### src/rtl/ufss_pkg.sv
// Shared constants, codes and types for the union-find engine with set sums.
`default_nettype none

package ufss_pkg;

   localparam int NODES   = 1024;
   localparam int NODE_W  = 10;
   localparam int LINK_W  = 12;
   localparam int SUM_W   = 42;
   localparam int VALUE_W = 32;
   localparam int OP_W    = 2;

   typedef enum logic [OP_W-1:0] {
      OP_LOAD  = 2'd0,
      OP_UNITE = 2'd1,
      OP_SAME  = 2'd2,
      OP_SUM   = 2'd3
   } opcode_type;

   typedef enum logic [3:0] {
      ST_CLEAR,
      ST_IDLE,
      ST_LOAD,
      ST_FIND_RD,
      ST_FIND,
      ST_PATH_RD,
      ST_PATH,
      ST_JOIN_A,
      ST_JOIN_B,
      ST_JOIN_WR,
      ST_JOIN_LINK,
      ST_SUM,
      ST_DONE
   } state_type;

   typedef enum logic [1:0] {
      PASS_A,
      PASS_B,
      PASS_A_AGAIN
   } pass_type;

   typedef struct packed {
      logic [NODE_W-1:0] keep;
      logic [NODE_W-1:0] drop;
      logic [LINK_W-1:0] link;
      logic [SUM_W-1:0]  total;
   } merge_type;

endpackage

`default_nettype wire

### src/rtl/ufss_merge.sv
// Union by size: picks the surviving root and forms the saturated size and sum.
`default_nettype none

module ufss_merge (
   input  wire logic [ufss_pkg::NODE_W-1:0] root_a,
   input  wire logic [ufss_pkg::NODE_W-1:0] root_b,
   input  wire logic [ufss_pkg::LINK_W-1:0] link_a,
   input  wire logic [ufss_pkg::LINK_W-1:0] link_b,
   input  wire logic [ufss_pkg::SUM_W-1:0]  sum_a,
   input  wire logic [ufss_pkg::SUM_W-1:0]  sum_b,
   output ufss_pkg::merge_type              merge
);
   import ufss_pkg::*;

   logic [LINK_W-1:0] size_a;
   logic [LINK_W-1:0] size_b;
   logic [LINK_W:0]   size_sum;
   logic [LINK_W-1:0] size_new;
   logic [SUM_W:0]    total_sum;

   always_comb begin
      size_a    = ~link_a + LINK_W'(1);
      size_b    = ~link_b + LINK_W'(1);
      size_sum  = {1'b0, size_a} + {1'b0, size_b};
      if (size_sum > (LINK_W+1)'(NODES)) begin
         size_new = LINK_W'(NODES);
      end else begin
         size_new = size_sum[LINK_W-1:0];
      end
      total_sum = {1'b0, sum_a} + {1'b0, sum_b};

      if (size_a < size_b) begin
         merge.keep = root_b;
         merge.drop = root_a;
      end else begin
         merge.keep = root_a;
         merge.drop = root_b;
      end
      merge.link = ~size_new + LINK_W'(1);
      if (total_sum[SUM_W]) begin
         merge.total = '1;
      end else begin
         merge.total = total_sum[SUM_W-1:0];
      end
   end

endmodule

`default_nettype wire

### config.mk
export PLATFORM = sky130hd
export DESIGN_NAME = ufss_merge
export DESIGN_NICKNAME = d
export VERILOG_FILES = /design/src/rtl/ufss_pkg.sv /design/src/rtl/ufss_merge.sv
export SDC_FILE = /design/constraint.sdc
export NUM_CORES = 1
export LEC_CHECK = 0
export BUFFER_PORTS_ARGS = -buffer_cell sky130_fd_sc_hd__clkbuf_2
export CAP_MARGIN = 30
export CORE_AREA = 4 4 92 94
export DETAILED_ROUTE_END_ITERATION = 7
export DIE_AREA = 0 0 96 98
export GPL_TIMING_DRIVEN = 0
export PLACE_DENSITY = 0.95
export SLEW_MARGIN = 0
export SYNTH_ARGS = -nofsm -noshare
export SYNTH_HDL_FRONTEND = slang
export SYNTH_SLANG_ARGS = --single-unit
### constraint.sdc
create_clock -name vclk -period 9.2
set_clock_uncertainty 0.1 [all_clocks]
set_input_delay 0.92 -clock vclk [all_inputs]
set_output_delay 0.92 -clock vclk [all_outputs]
set_load 0.1 [all_outputs]
# Yosys cells after proc, flatten, opt, wreduce, memory -nomap -nowiden
# Cells that the tools add are included.
# classes
mux	3
addsub	5
bitwise	3
order_cmp	2
# op_table
operator	n
adder 42 x 42 -> 43 bit	1
two-way mux 42 bit	1
adder 12 x 1 -> 12 bit (second input constant)	3
NOT 12 bit	3
two-way mux 20 bit	1
adder 12 x 12 -> 13 bit	1
> comparator 13 x 11 -> 1 bit (second input constant)	1
< comparator 12 bit	1
two-way mux 12 bit	1
# word_totals
in_bits	128
reg_bits	0
output_inout_bits	74

# Longest topological paths before layout
# Gate-level depths: netlist (run 1).
# logic_depth
word_depth	7
depth_mapped	20
depth_no_buf	20

# Worst setup path before layout (run 1)
# Ideal clock, no wire load.
# synth_path
path_kind	input port to output port
startpoint	input link_b[4] (netlist name)
endpoint	output merge[50] (netlist name)
path_buffers	1
arrival_time_ps	5745
cell_stages	17
setup_slack_ps	2435
cell_sequence	nor4_1 nand2_1 or4_1 xor2_1 ha_1 clkbuf_1 and3_1 a211oi_1 xnor2_1 o41a_1 or3_1 ha_1 nand2_1 or3_1 nor3_1 xor2_1 o21ai_1
# synth_lines
item	line_no	rtl
start: declaration	ufss_merge.sv:8	input wire logic [ufss_pkg::LINK_W-1:0] link_b,
end: declaration	ufss_merge.sv:11	output ufss_pkg::merge_type merge

==> results of run 1 <==
## cells by family after synthesis
| family | Yosys count | share of synthesized area [%] |
|---|---|---|
| compound gates | 157 | 25.8 |
| xor+xnor | 72 | 15.8 |
| fa+ha+maj | 71 | 22.6 |
| buf+inv | 54 | 5.33 |
| mux | 23 | 6.43 |
| simple gates | 199 | 24.0 |
## final cells by class
class	count	area, um2
buffer	15	66.3
fill	705	2520
timing repair buffer	202	1010
multi-input combinational	522	3780
inverter	39	146
tap	102	128
## where the power goes
part / internal (mW) / total, mW / leakage, nW / switching, mW
combinational: 0.189 / 0.808 / 2.69 / 0.620
sequential: 0 / 0 / 0 / 0
clock: 0 / 0 / 0 / 0
total: 0.189 / 0.808 / 2.69 / 0.620
## per-layer routing
metal,global-route usage [%],part of all wire [%]
met1,32.3,42
met2,45.1,49
met3,3.47,6.4
met4,5.25,2.4
met5,0,0
## per-stage QoR
| step | setup slack [ps] | power (mW) | util, % | std cells |
|---|---|---|---|---|
| 2_1_floorplan | 2440 | 0.667 | - | 576 |
| 3_3_place_gp | 2380 | 0.795 | 67.0 | 880 |
| 3_5_place_dp | 2290 | 0.804 | 67.0 | 880 |
| 4_1_cts | 2270 | 0.806 | 67.0 | 880 |
| 5_1_grt | 1880 | 0.855 | 67.0 | 880 |
| 6_report | 2230 | 0.808 | 67.0 | 880 |
## synthesized netlist by cell type (all sizes together), types with 5 or more instances
library cell and count:
xnor2 42, nand3 16, or3 7, ha 69, a21o 26, xor2 30
inv 39, nand3b 5, a211oi 6, o21ai 23, nor3 16, o211ai 6
clkbuf 12, nand4 6, nor4 8, nand2 80, a31oi 7, nor2 30
mux2 21, o21bai 12, and3 7, a21oi 51
## worst paths after layout
kind / from / end / slack [ps] / cells after the start
worst max-delay path: link_b[4] / merge[52] / 2230 / 19
worst min-delay path: root_b[9] / merge[73] / 2400 / 3
## worst max-delay path, cell delays in order
cell,delay [ps]
sky130_fd_sc_hd__clkbuf_2,110
sky130_fd_sc_hd__nor4_1,430
sky130_fd_sc_hd__nand2_1,160
sky130_fd_sc_hd__or4_1,440
sky130_fd_sc_hd__xor2_1,230
sky130_fd_sc_hd__ha_1,270
sky130_fd_sc_hd__clkbuf_1,190
sky130_fd_sc_hd__and3_1,210
sky130_fd_sc_hd__a211oi_1,390
sky130_fd_sc_hd__xnor2_1,210
sky130_fd_sc_hd__o41a_1,310
sky130_fd_sc_hd__or3_1,170
sky130_fd_sc_hd__ha_1,260
sky130_fd_sc_hd__nand2_1,60
sky130_fd_sc_hd__or3_1,350
sky130_fd_sc_hd__nor3_1,230
sky130_fd_sc_hd__or3b_1,370
sky130_fd_sc_hd__mux2_2,270
sky130_fd_sc_hd__clkbuf_2,370
## layout by cell type, fill, tap and decap left out, types with 26 or more instances in the layout
cell / count
sky130_fd_sc_hd__clkbuf_2: 202
sky130_fd_sc_hd__nand2_1: 80
sky130_fd_sc_hd__ha_1: 69
sky130_fd_sc_hd__a21oi_1: 49
sky130_fd_sc_hd__xnor2_1: 42
sky130_fd_sc_hd__inv_1: 39
sky130_fd_sc_hd__xor2_1: 30
sky130_fd_sc_hd__nor2_1: 30
sky130_fd_sc_hd__a21o_1: 26
==> impl_results.md, run 1 <==
* CTS-repair resized insts at 0
* Pin count of the biggest net entering global routing at 11
* Total of clock buffers placed in the layout at 0
* Final Wtd Congestion at 0.931
* Core area at 7650 um2
* Number of endpoints failing setup at the final stage at 0
* Run status: finished clean
* Boundary Pins at 202
* Post-CTS Hold Buffers at 0
* Slew margin rel. at 56.1%
* Share of layout cells above drive strength 1 at 30.2%
* Total DRC errors in the routed layout at 0
* Dominant cells by area after synthesis: sky130_fd_sc_hd__ha_1 (22%), sky130_fd_sc_hd__xnor2_1 (9.2%), sky130_fd_sc_hd__nand2_1 (7.5%)
* Worst hold margin at 2400 ps
* Worst min-delay path category: in2out
* Overall fraction of global-route tracks in use at 25.5%
* Buffers inserted during post-CTS setup optimization at 0
* Static Leakage at 2.69 nW
* Synth Net Count at 775
* Row count at 32
* Register area at 0 um2
* Worst endpoint required time at 8180 ps
* Average wire per standard cell at 14.2 um
* Effective utilization at floorplan at 52.2%
* Number of library cell types mapped by synthesis at 57
* Fmax at 143 MHz
* Max-cap check violation count at 0
* Library cell occupying the most area in the post-synthesis netlist: sky130_fd_sc_hd__ha_1
* Post-synth top area share at 21.6%
* Total inserted antenna cells at 0
* Final net count at 979
* Worst setup SP type: primary input
* Number of antenna-violating nets in the routed design at 0
* Maximum fanout along the worst path at 8
* Routed via count at 4932
* Detailed Route WL at 12500 um
* Unrepaired setup endpoints after global routing: no
* Area enclosed by the die boundary at 9410 um2
* Worst setup EP type: primary output
* Mean post-synth cell area at 6.93 um2
* Non-Filler Cell Area, Final at 5130 um2
* Peak supply drop at 126 uV
* Area of the mapped netlist at 3990 um2
* Gate count after technology mapping at 576
* Worst Tran Pin Value at 652 ps
* Min cycle time layout at 6970 ps
* Arrival time of data at the critical path endpoint at 5950 ps
* Worst Path Class, Setup: in2out
* Portion of the post-synthesis area used by sequential elements at 0%
* Synthesis Warnings at 0
* First-pass detailed-route iteration total at 5
* Power density of the placed cells at 158 nW/um2
* Final-report hold violation count at 0
* Number of buffers inserted by port buffering at 202
* Die X at 96 um
* Period utilisation layout at 75.8%
* Initial detailed-routing violation count at 209
* GRT overflow at 0
* Number of global-route vias before repair at 4723
* Number of slew-limit violations in the final report at 0
* Routed vias/inst at 5.60
* Accumulated negative setup slack at 0 ps
* Global-route wire length before repair at 20500 um
* Total cell area at the placement stage at 5130 um2
* Area added between synthesis and finish at 28.5%
* Height of the die at 98 um
* Initial antenna violation count at 0
* Hpwl dp at 11100 um
* FFs & Latches at 0
Power figures use the tool's default switching activity.
==> inputs of run 2 (changes only) <==
--- a/config.mk
+++ b/config.mk
@@ -5,13 +5,14 @@
 export SDC_FILE = /design/constraint.sdc
 export NUM_CORES = 1
 export LEC_CHECK = 0
+export ABC_AREA = 1
 export BUFFER_PORTS_ARGS = -buffer_cell sky130_fd_sc_hd__clkbuf_2
 export CAP_MARGIN = 30
-export CORE_AREA = 4 4 92 94
+export CORE_AREA = 4 4 107 109
 export DETAILED_ROUTE_END_ITERATION = 7
-export DIE_AREA = 0 0 96 98
+export DIE_AREA = 0 0 111 113
 export GPL_TIMING_DRIVEN = 0
-export PLACE_DENSITY = 0.95
+export PLACE_DENSITY = 0.87
 export SLEW_MARGIN = 0
 export SYNTH_ARGS = -nofsm -noshare
 export SYNTH_HDL_FRONTEND = slang
==> constraint.sdc (replaced) <==
create_clock -name vclk -period 6
set_clock_uncertainty 0.1 [all_clocks]
set_input_delay 0.6 -clock vclk [all_inputs]
set_output_delay 0.6 -clock vclk [all_outputs]
set_load 0.1 [all_outputs]
==> run 2 against run 1 <==
Effect of this change:
- critical path depth up 6
- first-iteration DRC count rose by 110%
- die area increased by 33%
- sequential share of layout area is the same
- synthesized cell count increased by 51%
- hold slack lost 750 ps
- cell count grew 38%
- largest power group unchanged
==> impl_results.md, run 2 <==
* Run status: finished clean
* Dominant cells by area after synthesis: sky130_fd_sc_hd__ha_1 (18%), sky130_fd_sc_hd__nand2_1 (16%), sky130_fd_sc_hd__inv_1 (12%)
* Top cell family by delay on the critical path: simple AND/OR/NAND/NOR gates
* Arrival time of data at the critical path endpoint at 4800 ps
* Min cycle time layout at 5500 ps
* Gate count after technology mapping at 871
* Static Leakage at 3.37 nW
* Overall fraction of global-route tracks in use at 24.3%
* Accumulated negative setup slack at 0 ps
* Number of library cell types mapped by synthesis at 47
* Row count at 38
* Die X at 111 um
* Mean post-synth cell area at 5.44 um2
* Portion of the post-synthesis area used by sequential elements at 0%
* Hpwl dp at 14100 um
* Slew margin rel. at 61.9%
* Most used cells in the layout excluding fill and tap cells: sky130_fd_sc_hd__nand2_1 (202), sky130_fd_sc_hd__clkbuf_2 (202), sky130_fd_sc_hd__inv_1 (148)
* Switch share at 79.9%
* Effective utilization at floorplan at 44.7%
* Master of the slowest instance on the critical path: sky130_fd_sc_hd__clkbuf_2
* Synth Net Count at 1070
* Total DRC errors in the routed layout at 0
* Post-synth top area share at 18.2%
* Area enclosed by the die boundary at 12500 um2
* Worst setup SP type: primary input
* Worst Hold Launch: root_a[7]
* Share of layout cells above drive strength 1 at 22.5%
* First-pass detailed-route iteration total at 5
* Worst Path Class, Setup: in2out
* Number of slew-limit violations in the final report at 0
* FFs & Latches at 0
* Hold-critical path endpoint: merge[71]
* Cells on Worst Hold Path at 4
* Pin count of the biggest net entering global routing at 11
* Period utilisation layout at 91.7%
* Longest individual stage delay on the worst path at 450 ps
* Final net count at 1274
* Worst setup EP type: primary output
* Area of the mapped netlist at 4740 um2
* Met3 Resource Use GR at 1.71%
* Total inserted antenna cells at 0
* Library cell occupying the most area in the post-synthesis netlist: sky130_fd_sc_hd__ha_1
* Number of global-route vias before repair at 6063
* Unrepaired setup endpoints after global routing: no
* Worst Tran Pin Value at 562 ps
* Buffers inserted during post-CTS setup optimization at 0
* GRT overflow at 0
* Boundary Pins at 202
* Post-synth top cells: sky130_fd_sc_hd__nand2_1 (202), sky130_fd_sc_hd__inv_1 (148), sky130_fd_sc_hd__nor2_1 (90)
* Total of clock buffers placed in the layout at 0
* Met1 routing resource usage after global routing at 31.0%
* Number of antenna-violating nets in the routed design at 0
* Routed via count at 6346
* Average wire per standard cell at 13.1 um
* Number of buffers inserted by port buffering at 202
* Number of endpoints failing setup at the final stage at 0
* Initial antenna violation count at 0
* Portion of total power attributed to sequential cells at 0%
* Fmax at 182 MHz
* Peak supply drop at 188 uV
* Detailed Route WL at 15800 um
* Final Wtd Congestion at 0.998
* Max-cap check violation count at 0
* Core area at 10600 um2
* Post-route core utilization at 56.1%
* Area added between synthesis and finish at 25.4%
* Worst min-delay path category: in2out
* Height of the die at 113 um
* Sum of buffers and inverters on the critical path at 6
* Dominant cell type by count on the critical path: sky130_fd_sc_hd__nand2_1
* Power density of the placed cells at 237 nW/um2
* Most congested layer reported by global routing: met2
* Final-report hold violation count at 0
* Global-route wire length before repair at 26500 um
* Register area at 0 um2
* P_sw at 1.12 mW
* CTS-repair resized insts at 0
* Internal Power at 283 uW
* Synthesis Warnings at 0
* Power share of the clock group at 0%
* Count leader, synth: sky130_fd_sc_hd__nand2_1
* Maximum fanout along the worst path at 8
* Post-CTS Hold Buffers at 0
* Initial detailed-routing violation count at 439
* Part of the total power dissipated in combinational logic at 100.0%
* Worst endpoint required time at 5300 ps
* Routed vias/inst at 5.23
* Met2 routing resource usage after global routing at 42.9%
[run 2: cell count changes after synthesis, moves of 8 or more]
cell,delta
sky130_fd_sc_hd__inv_1,+109
sky130_fd_sc_hd__mux2_2,-21
sky130_fd_sc_hd__a21o_1,-19
sky130_fd_sc_hd__o21ai_0,+26
sky130_fd_sc_hd__xnor2_1,-26
sky130_fd_sc_hd__a21oi_1,+28
sky130_fd_sc_hd__clkbuf_1,-8
sky130_fd_sc_hd__nand2_1,+122
sky130_fd_sc_hd__nor2_1,+60
sky130_fd_sc_hd__nand3_1,+47
[run 2: cell type report]
cell class         instances  area (um2)
repair buffers           202        1010
plain buffers              8        37.5
fillers                 1093        4660
inverters                150         564
well taps                140         175
multi-input cells        713        4160
[run 2: routing by layer]
| metal | wire (um) | vias up | share of wire (%) |
|---|---|---|---|
| met5 | 0 | - | 0 |
| met4 | 603 | 0 | 3.8 |
| met1 | 6760 | 2788 | 43 |
| met3 | 1030 | 47 | 6.5 |
| li1 | - | 3264 | - |
| met2 | 7440 | 247 | 47 |
[run 2: metrics by stage]
step | hold WS, ps | total power [mW] | instance area, um2 | cells | setup slack [ps]
floorplan | 1430 | 1.15 | 4760 | 871 | 318
global placement | 1640 | 1.39 | 5940 | 1213 | 671
detailed placement | 1650 | 1.40 | 5940 | 1213 | 562
CTS | 1650 | 1.40 | 5940 | 1213 | 542
global route | 1670 | 1.50 | 5940 | 1213 | 51.9
finish | 1650 | 1.41 | 5940 | 1213 | 499
[run 2: how the worst max path moves through the flow]
stage / from / endpoint / slack (ps) / depth (start not counted)
2_1_floorplan: link_b[1] / merge[46] / 320 / 21
3_3_place_gp: link_b[0] / merge[52] / 670 / 25
3_5_place_dp: link_b[0] / merge[50] / 560 / 25
4_1_cts: link_b[0] / merge[50] / 540 / 25
5_1_grt: link_b[0] / merge[50] / 50 / 25
6_report: link_b[0] / merge[52] / 500 / 25
[run 2: cells by family after synthesis]
kind of cell             count (synthesis)  synth area share (%)
AND/OR/NAND/NOR                        424                  39.1
buffers and inverters                  158                  12.7
AO/OA/AOI/OAI                          177                  21.5
XOR/XNOR                                41                  7.58
adder cells (fa/ha/maj)                 71                  19.1
[run 2: tightest hold or removal path: stages]
cell,delay (ps)
sky130_fd_sc_hd__clkbuf_2,80
sky130_fd_sc_hd__inv_1,50
sky130_fd_sc_hd__a21oi_1,60
sky130_fd_sc_hd__clkbuf_2,360
[run 2: power groups by stage]
| stage | sequential (mW) | combinational (mW) | clock (mW) |
|---|---|---|---|
| 5_1_grt | 0 | 1.50 | 0 |
| 6_report | 0 | 1.41 | 0 |
| 4_1_cts | 0 | 1.40 | 0 |
| 2_1_floorplan | 0 | 1.15 | 0 |
| 3_5_place_dp | 0 | 1.40 | 0 |
| 3_3_place_gp | 0 | 1.39 | 0 |
==> inputs of run 3 (changes only) <==
--- a/config.mk
+++ b/config.mk
@@ -8,12 +8,11 @@
 export ABC_AREA = 1
 export BUFFER_PORTS_ARGS = -buffer_cell sky130_fd_sc_hd__clkbuf_2
 export CAP_MARGIN = 30
-export CORE_AREA = 4 4 107 109
+export CORE_AREA = 2 2 105 107
 export DETAILED_ROUTE_END_ITERATION = 7
-export DIE_AREA = 0 0 111 113
+export DIE_AREA = 0 0 107 109
 export GPL_TIMING_DRIVEN = 0
 export PLACE_DENSITY = 0.87
-export SLEW_MARGIN = 0
 export SYNTH_ARGS = -nofsm -noshare
 export SYNTH_HDL_FRONTEND = slang
 export SYNTH_SLANG_ARGS = --single-unit
==> run 3 against run 2 <==
Effect of this change:
- routed wire length down 0.48%
- cell count stayed put
- via count rose by 0.30%
- power grew 0.13%
- fmax grew 0.44%
- first-iteration DRC count down 13%
- hold slack hardly changed
- design area did not move
- combinational power hardly changed
==> impl_results.md, run 3 (same netlist as run 2, synthesis figures left out) <==
* Min cycle time layout at 5480 ps
* Non-filler instance count after layout at 1213
* Number of endpoints failing setup at the final stage at 0
* Most congested layer reported by global routing: met2
* Max-cap check violation count at 0
* Worst setup SP type: primary input
* FILL cells at 1134
* Total of clock buffers placed in the layout at 0
* Run status: finished clean
* Register area at 0 um2
* Number of buffers inserted by port buffering at 202
* Number of global-route vias before repair at 5775
* CTS-repair resized insts at 0
* Buffers inserted during post-CTS setup optimization at 0
* Power share of the clock group at 0%
* Worst setup EP type: primary output
* Total inserted antenna cells at 0
* Maximum fanout along the worst path at 8
* Height of the die at 109 um
* Master of the slowest instance on the critical path: sky130_fd_sc_hd__clkbuf_2
* Total cell area at the placement stage at 5940 um2
* Total placed cells including tap cells at 1213
* Sum of buffers and inverters on the critical path at 6
* Peak supply drop at 235 uV
* Overall fraction of global-route tracks in use at 26.0%
* Period utilisation layout at 91.3%
* P_sw at 1.12 mW
* Power density of the placed cells at 237 nW/um2
* Non-Filler Cell Area, Final at 5940 um2
* Pin count of the biggest net entering global routing at 11
* Effective utilization at floorplan at 44.7%
* Worst Tran Pin Value at 576 ps
* FFs & Latches at 0
* Routed via count at 6365
* Arrival time of data at the critical path endpoint at 4780 ps
* Area enclosed by the die boundary at 11700 um2
* Slew margin rel. at 61.0%
* Top cell family by delay on the critical path: simple AND/OR/NAND/NOR gates
* Row count at 38
* Routed vias/inst at 5.25
* First-pass detailed-route iteration total at 5
* Met2 routing resource usage after global routing at 46.9%
* Core area at 10600 um2
* Worst min-delay path category: in2out
* Portion of total power attributed to sequential cells at 0%
* Met3 Resource Use GR at 2.33%
* Worst Path Class, Setup: in2out
* Number of antenna-violating nets in the routed design at 0
* Part of the total power dissipated in combinational logic at 100.0%
* Number of slew-limit violations in the final report at 0
* Die X at 107 um
* Post-CTS Hold Buffers at 0
* Worst endpoint required time at 5300 ps
* Place WS at 566 ps
* GRT overflow at 0
* Most used cells in the layout excluding fill and tap cells: sky130_fd_sc_hd__nand2_1 (202), sky130_fd_sc_hd__clkbuf_2 (202), sky130_fd_sc_hd__inv_1 (148)
* Final Wtd Congestion at 1.00
* Dominant cell type by count on the critical path: sky130_fd_sc_hd__nand2_1
* Worst-case setup margin in the final layout at 523 ps
* Final net count at 1274
* Static Leakage at 3.37 nW
* Area added between synthesis and finish at 25.4%
* Share of layout cells above drive strength 1 at 22.5%
* Accumulated negative setup slack at 0 ps
* Hpwl dp at 14000 um
* Global-route wire length before repair at 25400 um
* Longest individual stage delay on the worst path at 450 ps
* Final-report hold violation count at 0
* Switch share at 79.9%
* Internal Power at 283 uW
* Unrepaired setup endpoints after global routing: no
* Total DRC errors in the routed layout at 0
* Initial detailed-routing violation count at 380
* Initial antenna violation count at 0
* Detailed Route WL at 15800 um
* Average wire per standard cell at 13.0 um
* Total power draw at 1.41 mW
* Boundary Pins at 202
* Met1 routing resource usage after global routing at 33.0%
* Fmax at 183 MHz
==> run 3: cell counts in the layout (fill, tap and decap cells not counted) <==
No cell type changed its count.
==> run 3: through the flow <==
| stage | hold slack (ps) | utilization [%] |
|---|---|---|
| after detailed placement | 1650 | 56.1 |
| after floorplan | 1430 | - |
| after global placement | 1640 | 56.1 |
| after global routing | 1680 | 56.1 |
| final | 1650 | 56.1 |
| after CTS | 1650 | 56.1 |
==> run 3: area by class of cell <==
type                            count  area, um2  area share [%]
Multi-Input combinational cell    713       4160            69.9
Timing Repair Buffer              202       1010            17.0
Buffer                              8       37.5           0.632
Inverter                          150        564            9.49
Tap cell                          140        175            2.95
==> run 3: worst paths after layout <==
| path | startpoint | slack [ps] | cells after the start | to |
|---|---|---|---|---|
| setup / recovery | link_b[0] | 520 | 25 | merge[52] |
| hold / removal | root_a[0] | 1650 | 4 | merge[64] |
==> run 3: power groups by stage <==
stage / clock network (mW) / registers, mW / logic [mW]
after floorplan: 0 / 0 / 1.15
after global placement: 0 / 0 / 1.39
after detailed placement: 0 / 0 / 1.40
after CTS: 0 / 0 / 1.40
after global routing: 0 / 0 / 1.49
final: 0 / 0 / 1.41
==> run 3: metal layers <==
layer | vias up | wire length, um
li1 | 3267 | -
met1 | 2812 | 6860
met2 | 260 | 7390
met3 | 26 | 1140
met4 | 0 | 364
met5 | - | 0
